<file path="src/setx_pkg.sv">
// Shared types, constants and lookup functions for the sprite entry tile expander.
// No dependencies; used by all setx_* modules and the top level.
package setx_pkg;

    localparam int unsigned CodeW = 13;
    localparam int unsigned PosW  = 10;
    localparam int unsigned MaskW = 32;
    localparam int unsigned InW   = 48;
    localparam int unsigned OutW  = 72;

    localparam logic CfgWideBank   = 1'b0;
    localparam logic CfgScreenFlip = 1'b1;

    typedef struct packed {
        logic [CodeW-1:0]       code;
        logic [1:0]             szsel;
        logic [3:0]             palette;
        logic                   fx;
        logic                   fy;
        logic signed [PosW-1:0] xpos;
        logic signed [PosW-1:0] ypos;
        logic [1:0]             prio;
    } t_desc;

    // 8x8 interleave: offset bits alternate x and y, x in the low bit
    function automatic logic [5:0] f_interleave(input logic [2:0] y, input logic [2:0] x);
        f_interleave = {y[2], x[2], y[1], x[1], y[0], x[0]};
    endfunction

    function automatic logic [MaskW-1:0] f_prio_mask(input logic [1:0] prio);
        logic [MaskW-1:0] m;
        unique case (prio)
            2'd1:    m = 32'h8000_00f0;
            2'd2:    m = 32'h8000_00fc;
            2'd3:    m = 32'h8000_00fe;
            default: m = '0;
        endcase
        f_prio_mask = m;
    endfunction

endpackage

</file>
<file path="src/sprite_entry_tile_expander_core.sv">
// Top level of the sprite entry tile expander: front end, descriptor queue, back end.
// Depends on setx_pkg, setx_front, setx_queue, setx_back.
//
//   channel   | dir | handshake                    | payload
//   s_axis    | in  | s_axis_tvalid/s_axis_tready  | six entry bytes
//   m_axis    | out | m_axis_tvalid/m_axis_tready  | one draw command, tlast = last sub-tile
//   cfg       | in  | i_cfg_we                     | 0 wide bank mode, 1 screen flip
//
// One draw command per cycle while m_axis_tready holds: a visible entry of S tiles per side gives S*S
// draw commands in the back-end sub-tile walk; an invisible entry is consumed with no output.
// Entries queue two deep while the back end works, so input stalls only when full.
// Reset is synchronous and clears configuration, queue and output valid.
module sprite_entry_tile_expander_core (
    input  logic        i_clk,
    input  logic        i_rst_n,
    input  logic        i_cfg_we,
    input  logic        i_cfg_idx,
    input  logic        i_cfg_data,
    input  logic        s_axis_tvalid,
    output logic        s_axis_tready,
    // bank_byte, tile_byte, size_byte, flags_byte, ypos_byte, xpos_byte
    input  logic [47:0] s_axis_tdata,
    output logic        m_axis_tvalid,
    input  logic        m_axis_tready,
    // tile_code[12:0], palette[16:13], mirror_x[17], mirror_y[18],
    // screen_x[28:19], screen_y[38:29], prio_mask[70:39], zero pad[71]
    output logic [71:0] m_axis_tdata,
    // last_tile
    output logic        m_axis_tlast
);

    logic            w_push, w_full, w_pop, w_qvalid;
    setx_pkg::t_desc w_fdesc, w_qdesc;

    setx_front u_front (
        .i_clk      (i_clk),
        .i_rst_n    (i_rst_n),
        .i_cfg_we   (i_cfg_we),
        .i_cfg_idx  (i_cfg_idx),
        .i_cfg_data (i_cfg_data),
        .i_valid    (s_axis_tvalid),
        .o_ready    (s_axis_tready),
        .i_data     (s_axis_tdata),
        .o_push     (w_push),
        .o_desc     (w_fdesc),
        .i_full     (w_full)
    );

    setx_queue u_queue (
        .i_clk   (i_clk),
        .i_rst_n (i_rst_n),
        .i_push  (w_push),
        .i_desc  (w_fdesc),
        .o_full  (w_full),
        .i_pop   (w_pop),
        .o_valid (w_qvalid),
        .o_desc  (w_qdesc)
    );

    setx_back u_back (
        .i_clk   (i_clk),
        .i_rst_n (i_rst_n),
        .i_valid (w_qvalid),
        .i_desc  (w_qdesc),
        .o_pop   (w_pop),
        .o_valid (m_axis_tvalid),
        .i_ready (m_axis_tready),
        .o_data  (m_axis_tdata),
        .o_last  (m_axis_tlast)
    );

endmodule

</file>
<file path="src/setx_front.sv">
// Front end: holds the configuration registers, accepts entries, drops invisible ones
// and builds a per-sprite descriptor. Depends on setx_pkg.
module setx_front (
    input  logic                       i_clk,
    input  logic                       i_rst_n,
    input  logic                       i_cfg_we,
    input  logic                       i_cfg_idx,
    input  logic                       i_cfg_data,
    input  logic                       i_valid,
    output logic                       o_ready,
    input  logic [setx_pkg::InW-1:0]   i_data,
    output logic                       o_push,
    output setx_pkg::t_desc            o_desc,
    input  logic                       i_full
);

    logic r_wide_bank;
    logic r_screen_flip;

    logic [7:0] w_bank, w_tile, w_size, w_flags, w_ybyte, w_xbyte;
    logic [setx_pkg::CodeW-1:0] w_code_raw;
    logic [setx_pkg::CodeW-1:0] w_align;
    logic [setx_pkg::PosW-1:0]  w_xpos, w_ypos, w_span;

    always_ff @(posedge i_clk) begin
        if (!i_rst_n) begin
            r_wide_bank   <= 1'b0;
            r_screen_flip <= 1'b0;
        end else if (i_cfg_we) begin
            unique case (i_cfg_idx)
                setx_pkg::CfgWideBank:   r_wide_bank   <= i_cfg_data;
                setx_pkg::CfgScreenFlip: r_screen_flip <= i_cfg_data;
                default: ;
            endcase
        end
    end

    assign w_bank  = i_data[7:0];
    assign w_tile  = i_data[15:8];
    assign w_size  = i_data[23:16];
    assign w_flags = i_data[31:24];
    assign w_ybyte = i_data[39:32];
    assign w_xbyte = i_data[47:40];

    always_comb begin
        if (r_wide_bank) begin
            w_code_raw = {w_bank[7:3], 8'h00} + {5'b0, w_tile};
        end else begin
            w_code_raw = {1'b0, w_bank[7:4], 8'h00} + {5'b0, w_tile};
        end
        w_align = ~((setx_pkg::CodeW'(1) << {w_size[1:0], 1'b0}) - setx_pkg::CodeW'(1));
        w_span  = setx_pkg::PosW'(8) << w_size[1:0];
        w_xpos  = {{2{w_flags[4]}}, w_xbyte};
        w_ypos  = {{2{w_flags[5]}}, w_ybyte};
        if (r_screen_flip) begin
            w_xpos = setx_pkg::PosW'(256) - w_span - w_xpos;
            w_ypos = setx_pkg::PosW'(256) - w_span - w_ypos;
        end
    end

    assign o_ready = !i_full;
    assign o_push  = i_valid && !i_full && w_bank[2];

    assign o_desc.code    = w_code_raw & w_align;
    assign o_desc.szsel   = w_size[1:0];
    assign o_desc.palette = w_flags[3:0];
    assign o_desc.fx      = w_bank[0] ^ r_screen_flip;
    assign o_desc.fy      = w_bank[1] ^ r_screen_flip;
    assign o_desc.xpos    = w_xpos;
    assign o_desc.ypos    = w_ypos;
    assign o_desc.prio    = w_flags[7:6];

endmodule

</file>
<file path="src/setx_queue.sv">
// Two-entry descriptor queue between front and back end.
// Depends on setx_pkg.
module setx_queue (
    input  logic             i_clk,
    input  logic             i_rst_n,
    input  logic             i_push,
    input  setx_pkg::t_desc  i_desc,
    output logic             o_full,
    input  logic             i_pop,
    output logic             o_valid,
    output setx_pkg::t_desc  o_desc
);

    logic            r_v0, r_v1;
    setx_pkg::t_desc r_q0, r_q1;

    always_ff @(posedge i_clk) begin
        if (!i_rst_n) begin
            r_v0 <= 1'b0;
            r_v1 <= 1'b0;
        end else if (i_pop && r_v0) begin
            if (r_v1) begin
                r_v1 <= i_push;
            end else begin
                r_v0 <= i_push;
            end
        end else if (i_push) begin
            if (!r_v0) begin
                r_v0 <= 1'b1;
            end else begin
                r_v1 <= 1'b1;
            end
        end
    end

    always_ff @(posedge i_clk) begin
        if (i_pop && r_v0) begin
            if (r_v1) begin
                r_q0 <= r_q1;
                if (i_push) begin
                    r_q1 <= i_desc;
                end
            end else if (i_push) begin
                r_q0 <= i_desc;
            end
        end else if (i_push) begin
            if (!r_v0) begin
                r_q0 <= i_desc;
            end else begin
                r_q1 <= i_desc;
            end
        end
    end

    assign o_full  = r_v1;
    assign o_valid = r_v0;
    assign o_desc  = r_q0;

endmodule

</file>
<file path="src/setx_back.sv">
// Back end: walks the sub-tiles of the head descriptor in row order, one per cycle
// while the output is not stalled, into a registered output stage. Depends on setx_pkg.
module setx_back (
    input  logic                        i_clk,
    input  logic                        i_rst_n,
    input  logic                        i_valid,
    input  setx_pkg::t_desc             i_desc,
    output logic                        o_pop,
    output logic                        o_valid,
    input  logic                        i_ready,
    output logic [setx_pkg::OutW-1:0]   o_data,
    output logic                        o_last
);

    logic [2:0] r_x, r_y;
    logic       r_out_valid;
    logic       r_out_last;
    logic [setx_pkg::OutW-1:0] r_out_data;

    logic       w_load, w_emit, w_last;
    logic [2:0] w_side_m1, w_cx, w_cy;
    logic [setx_pkg::CodeW-1:0] w_code;
    logic [setx_pkg::PosW-1:0]  w_sx, w_sy;

    always_comb begin
        w_side_m1 = 3'((4'd1 << i_desc.szsel) - 4'd1);
        w_cx      = i_desc.fx ? (w_side_m1 - r_x) : r_x;
        w_cy      = i_desc.fy ? (w_side_m1 - r_y) : r_y;
        w_sx      = i_desc.xpos + {4'b0, w_cx, 3'b000};
        w_sy      = i_desc.ypos + {4'b0, w_cy, 3'b000};
        w_code    = i_desc.code + {7'b0, setx_pkg::f_interleave(r_y, r_x)};
        w_last    = (r_x == w_side_m1) && (r_y == w_side_m1);
    end

    assign w_load = !r_out_valid || i_ready;
    assign w_emit = w_load && i_valid;
    assign o_pop  = w_emit && w_last;

    always_ff @(posedge i_clk) begin
        if (!i_rst_n) begin
            r_x         <= 3'd0;
            r_y         <= 3'd0;
            r_out_valid <= 1'b0;
        end else if (w_load) begin
            r_out_valid <= i_valid;
            if (i_valid) begin
                if (w_last) begin
                    r_x <= 3'd0;
                    r_y <= 3'd0;
                end else if (r_x == w_side_m1) begin
                    r_x <= 3'd0;
                    r_y <= r_y + 3'd1;
                end else begin
                    r_x <= r_x + 3'd1;
                end
            end
        end
    end

    always_ff @(posedge i_clk) begin
        if (w_emit) begin
            r_out_last <= w_last;
            r_out_data <= {1'b0, setx_pkg::f_prio_mask(i_desc.prio), w_sy, w_sx,
                           i_desc.fy, i_desc.fx, i_desc.palette, w_code};
        end
    end

    assign o_valid = r_out_valid;
    assign o_data  = r_out_data;
    assign o_last  = r_out_last;

endmodule
</file>
<file path="config.mk">
export PLATFORM = sky130hd
export DESIGN_NAME = sprite_entry_tile_expander_core
export DESIGN_NICKNAME = d
export VERILOG_FILES = /design/src/setx_pkg.sv /design/src/sprite_entry_tile_expander_core.sv /design/src/setx_front.sv /design/src/setx_queue.sv /design/src/setx_back.sv
export SDC_FILE = /design/constraint.sdc
export NUM_CORES = 1
export LEC_CHECK = 0
export ABC_AREA = 1
export BUFFER_PORTS_ARGS = -buffer_cell sky130_fd_sc_hd__buf_2
export CORE_MARGIN = 2
export CORE_UTILIZATION = 56
export CTS_CLUSTER_SIZE = 25
export DETAILED_ROUTE_END_ITERATION = 16
export PLACE_DENSITY = 0.8
export SLEW_MARGIN = 5
export SYNTH_ARGS = -nofsm -noshare
export SYNTH_HDL_FRONTEND = slang
export SYNTH_HIERARCHICAL = 1
export SYNTH_SLANG_ARGS = --single-unit
</file>
<file path="constraint.sdc">
create_clock -name i_clk -period 6.7 [get_ports i_clk]
set_input_delay 1.005 -clock i_clk [delete_from_list [all_inputs] [get_ports i_clk]]
set_output_delay 1.005 -clock i_clk [all_outputs]
set_load 0.02 [all_outputs]
</file>
== After elaboration in Yosys (flattened, before gate mapping) ==
Index checks and enable logic that the tools add are counted.
Word-level totals
  register bits after elaboration: 169
  input bits: 55
  output and inout port bits: 75
  word-level logic and storage cells: 103
Cells by class
  shifts and indexed selects: 3
  bitwise operators: 5
  mux-type cells: 26
  add/sub/neg operators: 14
  reductions and logical operators: 21
  equal/unequal tests: 9
Operators by type and width (count)
  $mux W43: 9
  $pmux W32 S3: 1
  $add A10 B6 Y10: 2
  $mux W10: 2
  $sub A10 B10 Y10: 2
  $mux W3: 6
  $add A12 B8 Y13: 1
  $add A13 B6 Y13: 1
  $add A13 B8 Y13: 1
  $and A13 B13 Y13: 1
  $mux W13: 1
  $not A13 Y13: 1
  $shl A1 B3 Y13 const A: 1
  $sub A13 B2 Y13 const B: 1
  $reduce_and A2 Y1: 5
  $shl A4 B2 Y10 const A: 1
  $sub A9 B10 Y10 const A: 1
  $reduce_bool A2 Y1: 4
  $mux W1: 7
  $add A3 B1 Y3 const B: 2
  $eq A3 B3 Y1: 2
  $logic_and A1 B1 Y1: 6
  $reduce_and A3 Y1: 2
  $sub A3 B3 Y3: 2
  11 further kinds: 16

== Depth between registers and ports, before layout ==
  depth in word-level cells: 8
  depth in mapped cells: 12
  mapped depth without buffers: 12

== Modules after synthesis ==
The synthesis kept the hierarchy.
By module, submodules not included
  setx_queue: times used 1, area each 3251.9 um^2, cells an instance 245, sequential area each 2622.5 um^2
  setx_back: times used 1, area each 2894.0 um^2, cells an instance 290, sequential area each 1431.4 um^2
  setx_front: times used 1, area each 1078.5 um^2, cells an instance 197, sequential area each 40.0 um^2

== Worst setup path after synthesis ==
No wires, ideal clock.
  path type: in2reg
  start: input m_axis_tready
  end: register u_queue.r_q0 (netlist bit u_queue/o_desc[0]), enable pin
  required time: 6.191 ns
  setup time: 0.509 ns
  cell stages on the path: 7
  slack: 0.448 ns
  buffers on the path: 0
  arrival time: 5.743 ns
  cell sequence: inv_1 > a21oi_4 > nand4_4 > nor2_1 > inv_1 > nand2_1 > a21boi_0
Between the ends
  word-level cells in the longest chain between the ends: 6
  elaborated cells between the ends (all ways): 7
  those cells by class: eq/ne: 1; reduce/logical: 6
Ends and longest elaborated chain
  start, declared: RTL line sprite_entry_tile_expander_core.sv:24  | input logic m_axis_tready,
  $logic_or A1 B1 Y1 *: RTL line setx_back.sv:35  | assign w_load = !r_out_valid || i_ready;
  $logic_and A1 B1 Y1 *: RTL line setx_back.sv:36  | assign w_emit = w_load && i_valid;
  via u_back.w_emit: RTL line setx_back.sv:20  | logic w_load, w_emit, w_last;
  $logic_and A1 B1 Y1 *: RTL line setx_back.sv:37  | assign o_pop = w_emit && w_last;
  via w_pop: RTL line sprite_entry_tile_expander_core.sv:32  | logic w_push, w_full, w_pop, w_qvalid;
  $logic_and A1 B1 Y1 *: RTL line setx_queue.sv:37  | if (i_pop && r_v0) begin
  $ne A2 B2 Y1 (no source line) or $reduce_bool A2 Y1 (tied branches)
  $reduce_and A3 Y1 (no source line) *
  end signal, assigned: RTL line setx_queue.sv:39  | r_q0 <= r_q1;
  end signal, assigned: RTL line setx_queue.sv:44  | r_q0 <= i_desc;
  end signal, assigned: RTL line setx_queue.sv:48  | r_q0 <= i_desc;
  end, declared: RTL line setx_queue.sv:15  | setx_pkg::t_desc r_q0, r_q1;
The timed path passes the listed nets; every way through them passes the cells marked *.
A chain may end at the register's enable or synchronous reset.

== Final worst setup path ==
  start: input m_axis_tready
  end: register u_queue.r_q0 (netlist bit u_queue/o_desc[35]), data pin
Between the ends
  word-level cells in the longest chain between the ends: 5
Ends and longest elaborated chain (RTL line)
  $logic_or A1 B1 Y1: setx_back.sv:35
  $logic_and A1 B1 Y1: setx_back.sv:36
  via u_back.w_emit: setx_back.sv:20
  $logic_and A1 B1 Y1: setx_back.sv:37
  via w_pop: sprite_entry_tile_expander_core.sv:32
  $logic_and A1 B1 Y1: setx_queue.sv:37
  $mux W43: setx_queue.sv:37
The timed path passes the listed nets, and every way through them passes these cells.

==> results_dict.tcl <==
set metrics [dict create \
    synthCells 732 \
    leakagePower_nw 3.75 \
    cts.sinks 140 \
    drc 0 \
    start_util_pct 57.2 \
    wl_per_cell_um 13.1 \
    final.min_clock_period_ns 3.58 \
    antenna_cells 0 \
    core_mm2 0.0126 \
    drv_cap 0 \
    ant_nets 0 \
    crit_path_max_fanout 48 \
    final_common_cell "nand2_1" \
    power.share.clock_pct 40.9 \
    tns_ns 0 \
    power_frac_comb_pct 10.7 \
    synth-edff-count 129 \
    via_per_inst 4.96 \
    period_share_pct 53.4 \
    ys_seq_area_share_pct 56.7 \
    clock-root-buffer "clkbuf_16" \
    fmax_ghz 0.280 \
    placed_cells 973 \
    critPathLaunchType "input port" \
    drv_slew 0 \
    synth_top_cell_area_share_pct 53.6 \
    row_count 41 \
    ys_seq_elements 140 \
    power.density_mw_per_mm2 259 \
    hold_buffers 0 \
    end_kind "flop" \
    die_w_um 118 \
    worst_slew_pin_slew_ns 1.03 \
    antenna_found_initial 0 \
    intPower_mw 1.62 \
    cp_slowest_cell "inv_2" \
    hold_class "reg2reg" \
    ys_top_cells_by_area "edfxtp_1, nand2_1, buf_4" \
    switching_share_pct 23.7 \
    cts_setup_buffers 0 \
    rsz0062_at_grt "false" \
    vias 4986 \
    port_buffers 98 \
    grt_max_degree 49 \
    power_frac_seq_pct 48.4 \
    wirelength_um 13200 \
    finClkSkew_ns 0.00531 \
    worstSetupPathType "in2reg" \
    area_growth_pct 13.7 \
    async_reset_ff_share_pct 0 \
    dieArea_mm2 0.0138 \
    clkTransAtPathRegs_ns 0.05 \
    drive_gt1_share_pct 18.6 \
    critPathRequiredTime_ns 6.97 \
    nNetsFinal 904 \
    final_cell_mix "nand2_1, edfxtp_1, buf_2" \
    final_util_pct 65.1 \
    hpwl_um 9030 \
    cts_buffers 17 \
    worstPathArrival_ns 3.85 \
    vdd_drop_max_uv 176 \
    cp_slowest_stage_delay_ns 0.75 \
    first_global_vias 4794 \
    cts_tree "built" \
    status "finished clean" \
    clock_path_buffers 2 \
    p_sw_mw 0.504 \
    grt-ovfl-total 0 \
    synth_warnings 6 \
    netlist-cell-type-count 44 \
    netlist_area_mm2 0.00722 \
    dieHeight_um 118 \
    drtIter0Drc 460 \
    grt_first_pass_wirelength_um 21800 \
    num-fill-cells 981 \
    synth-main-ff-cell "edfxtp_1" \
    setup_violations 0 \
    cts-htree-levels 4 \
    cts_resized 0 \
    track_usage_pct 20.0 \
    ios 130 \
    yosys.area.top_type "edfxtp_1" \
    whs_ns 0.417 \
    gp_congestion 0.860 \
    fin_cells 1005 \
    path_cells "buf_2 > inv_1 > a21oi_4 > buf_4 > nand4_4 > nor2_1 > nand3_4 > inv_2 > nand2_1 > nand2_1" \
    first_pass_iters 6 \
    hold_viol 0 \
    insertion_delay_ns 0.41 \
    slew_headroom_pct 31.1 \
    synth.avg_cell_area_um2 9.87 \
    crit_top_cell "nand2_1" \
]
cells by family (layout without fill, tap and decap cells):
family | count (synthesis) | after routing | share of synthesized area (%)
buf+inv | 142 | 219 | 10.1
xor+xnor | 23 | 23 | 2.89
simple gates | 349 | 349 | 20.9
compound gates | 48 | 48 | 3.85
fa+ha+maj | 29 | 29 | 5.54
other cells | 1 | 25 | 0.0519
flops | 140 | 140 | 56.7
synth_stat cells, drive strengths merged, types with 2 or more instances:
cell type  number
fa              5
nor2           31
inv            85
dfxtp          11
edfxtp        129
and2            2
buf            52
nand4           7
nor3            6
nor3b           2
ha             24
clkbuf          3
nand3b          6
nand3          34
a21oi          21
xnor2           3
o21ai          24
xor2           20
nand2         260
sequential cells by signal, indices dropped and copies added (netlist names):
name	count
u_queue/r_q1	43
u_back/o_data	42
u_back/o_valid	1
u_front/r_screen_flip	1
u_back/r_x	3
u_queue/o_desc	43
u_queue/o_valid	1
u_queue/o_full	1
u_front/r_wide_bank	1
u_back/o_last	1
u_back/r_y	3
critical path, delay by kind of cell:
family	cells	cell delay, ns
buffers and inverters	4	1.41
AND/OR/NAND/NOR	5	1.26
AO/OA/AOI/OAI	1	0.11
area by class of cell:
cell class	count	area (um2)	share of cell area (%)
Inverter	86	327	3.98
Clock inverter	13	126	1.54
Multi-Input combinational cell	474	2500	30.5
Sequential cell	140	4090	49.8
Timing Repair Buffer	101	513	6.25
Clock buffer	19	433	5.27
Tap cell	172	215	2.62
routing by layer:
metal  track usage, %  part of all wire (%)  vias to the layer above
li1                 -                     -                     2498
met1             23.2                    41                     2289
met2             35.3                    51                      171
met3             4.46                   5.3                       28
met4             9.34                   2.1                        0
met5                0                     0                        -
per-stage QoR:
step	total power [mW]	cell area, um2	worst slack, ns
finish	2.13	8210	3.12
global route	2.21	8210	2.82
CTS	2.14	8210	3.09
detailed placement	1.27	7650	2.67
global placement	1.27	7650	2.73
floorplan	1.22	7310	0.448
path summary, 6_finish.rpt:
check	endpoint	slack, ns	depth (start not counted)	start
max	u_queue/o_desc[35]$_DFFE_PP_	3.12	10	m_axis_tready
min	u_back/o_data[13]$_DFFE_PP_	0.42	0	u_queue/o_desc[24]$_DFFE_PP_
max reg2reg	u_queue/o_desc[35]$_DFFE_PP_	3.28	9	u_queue/o_valid$_SDFFE_PN0P_
min reg2reg	u_back/o_data[13]$_DFFE_PP_	0.42	0	u_queue/o_desc[24]$_DFFE_PP_
power groups by stage:
stage                     Clock [mW]  Combinational [mW]  Sequential, mW
after floorplan                    0               0.160            1.06
after global placement             0               0.220            1.05
after detailed placement           0               0.227            1.05
after CTS                      0.886               0.229            1.03
after global routing           0.917               0.259            1.03
final                          0.871               0.228            1.03
(Power assumes the default switching activity.)
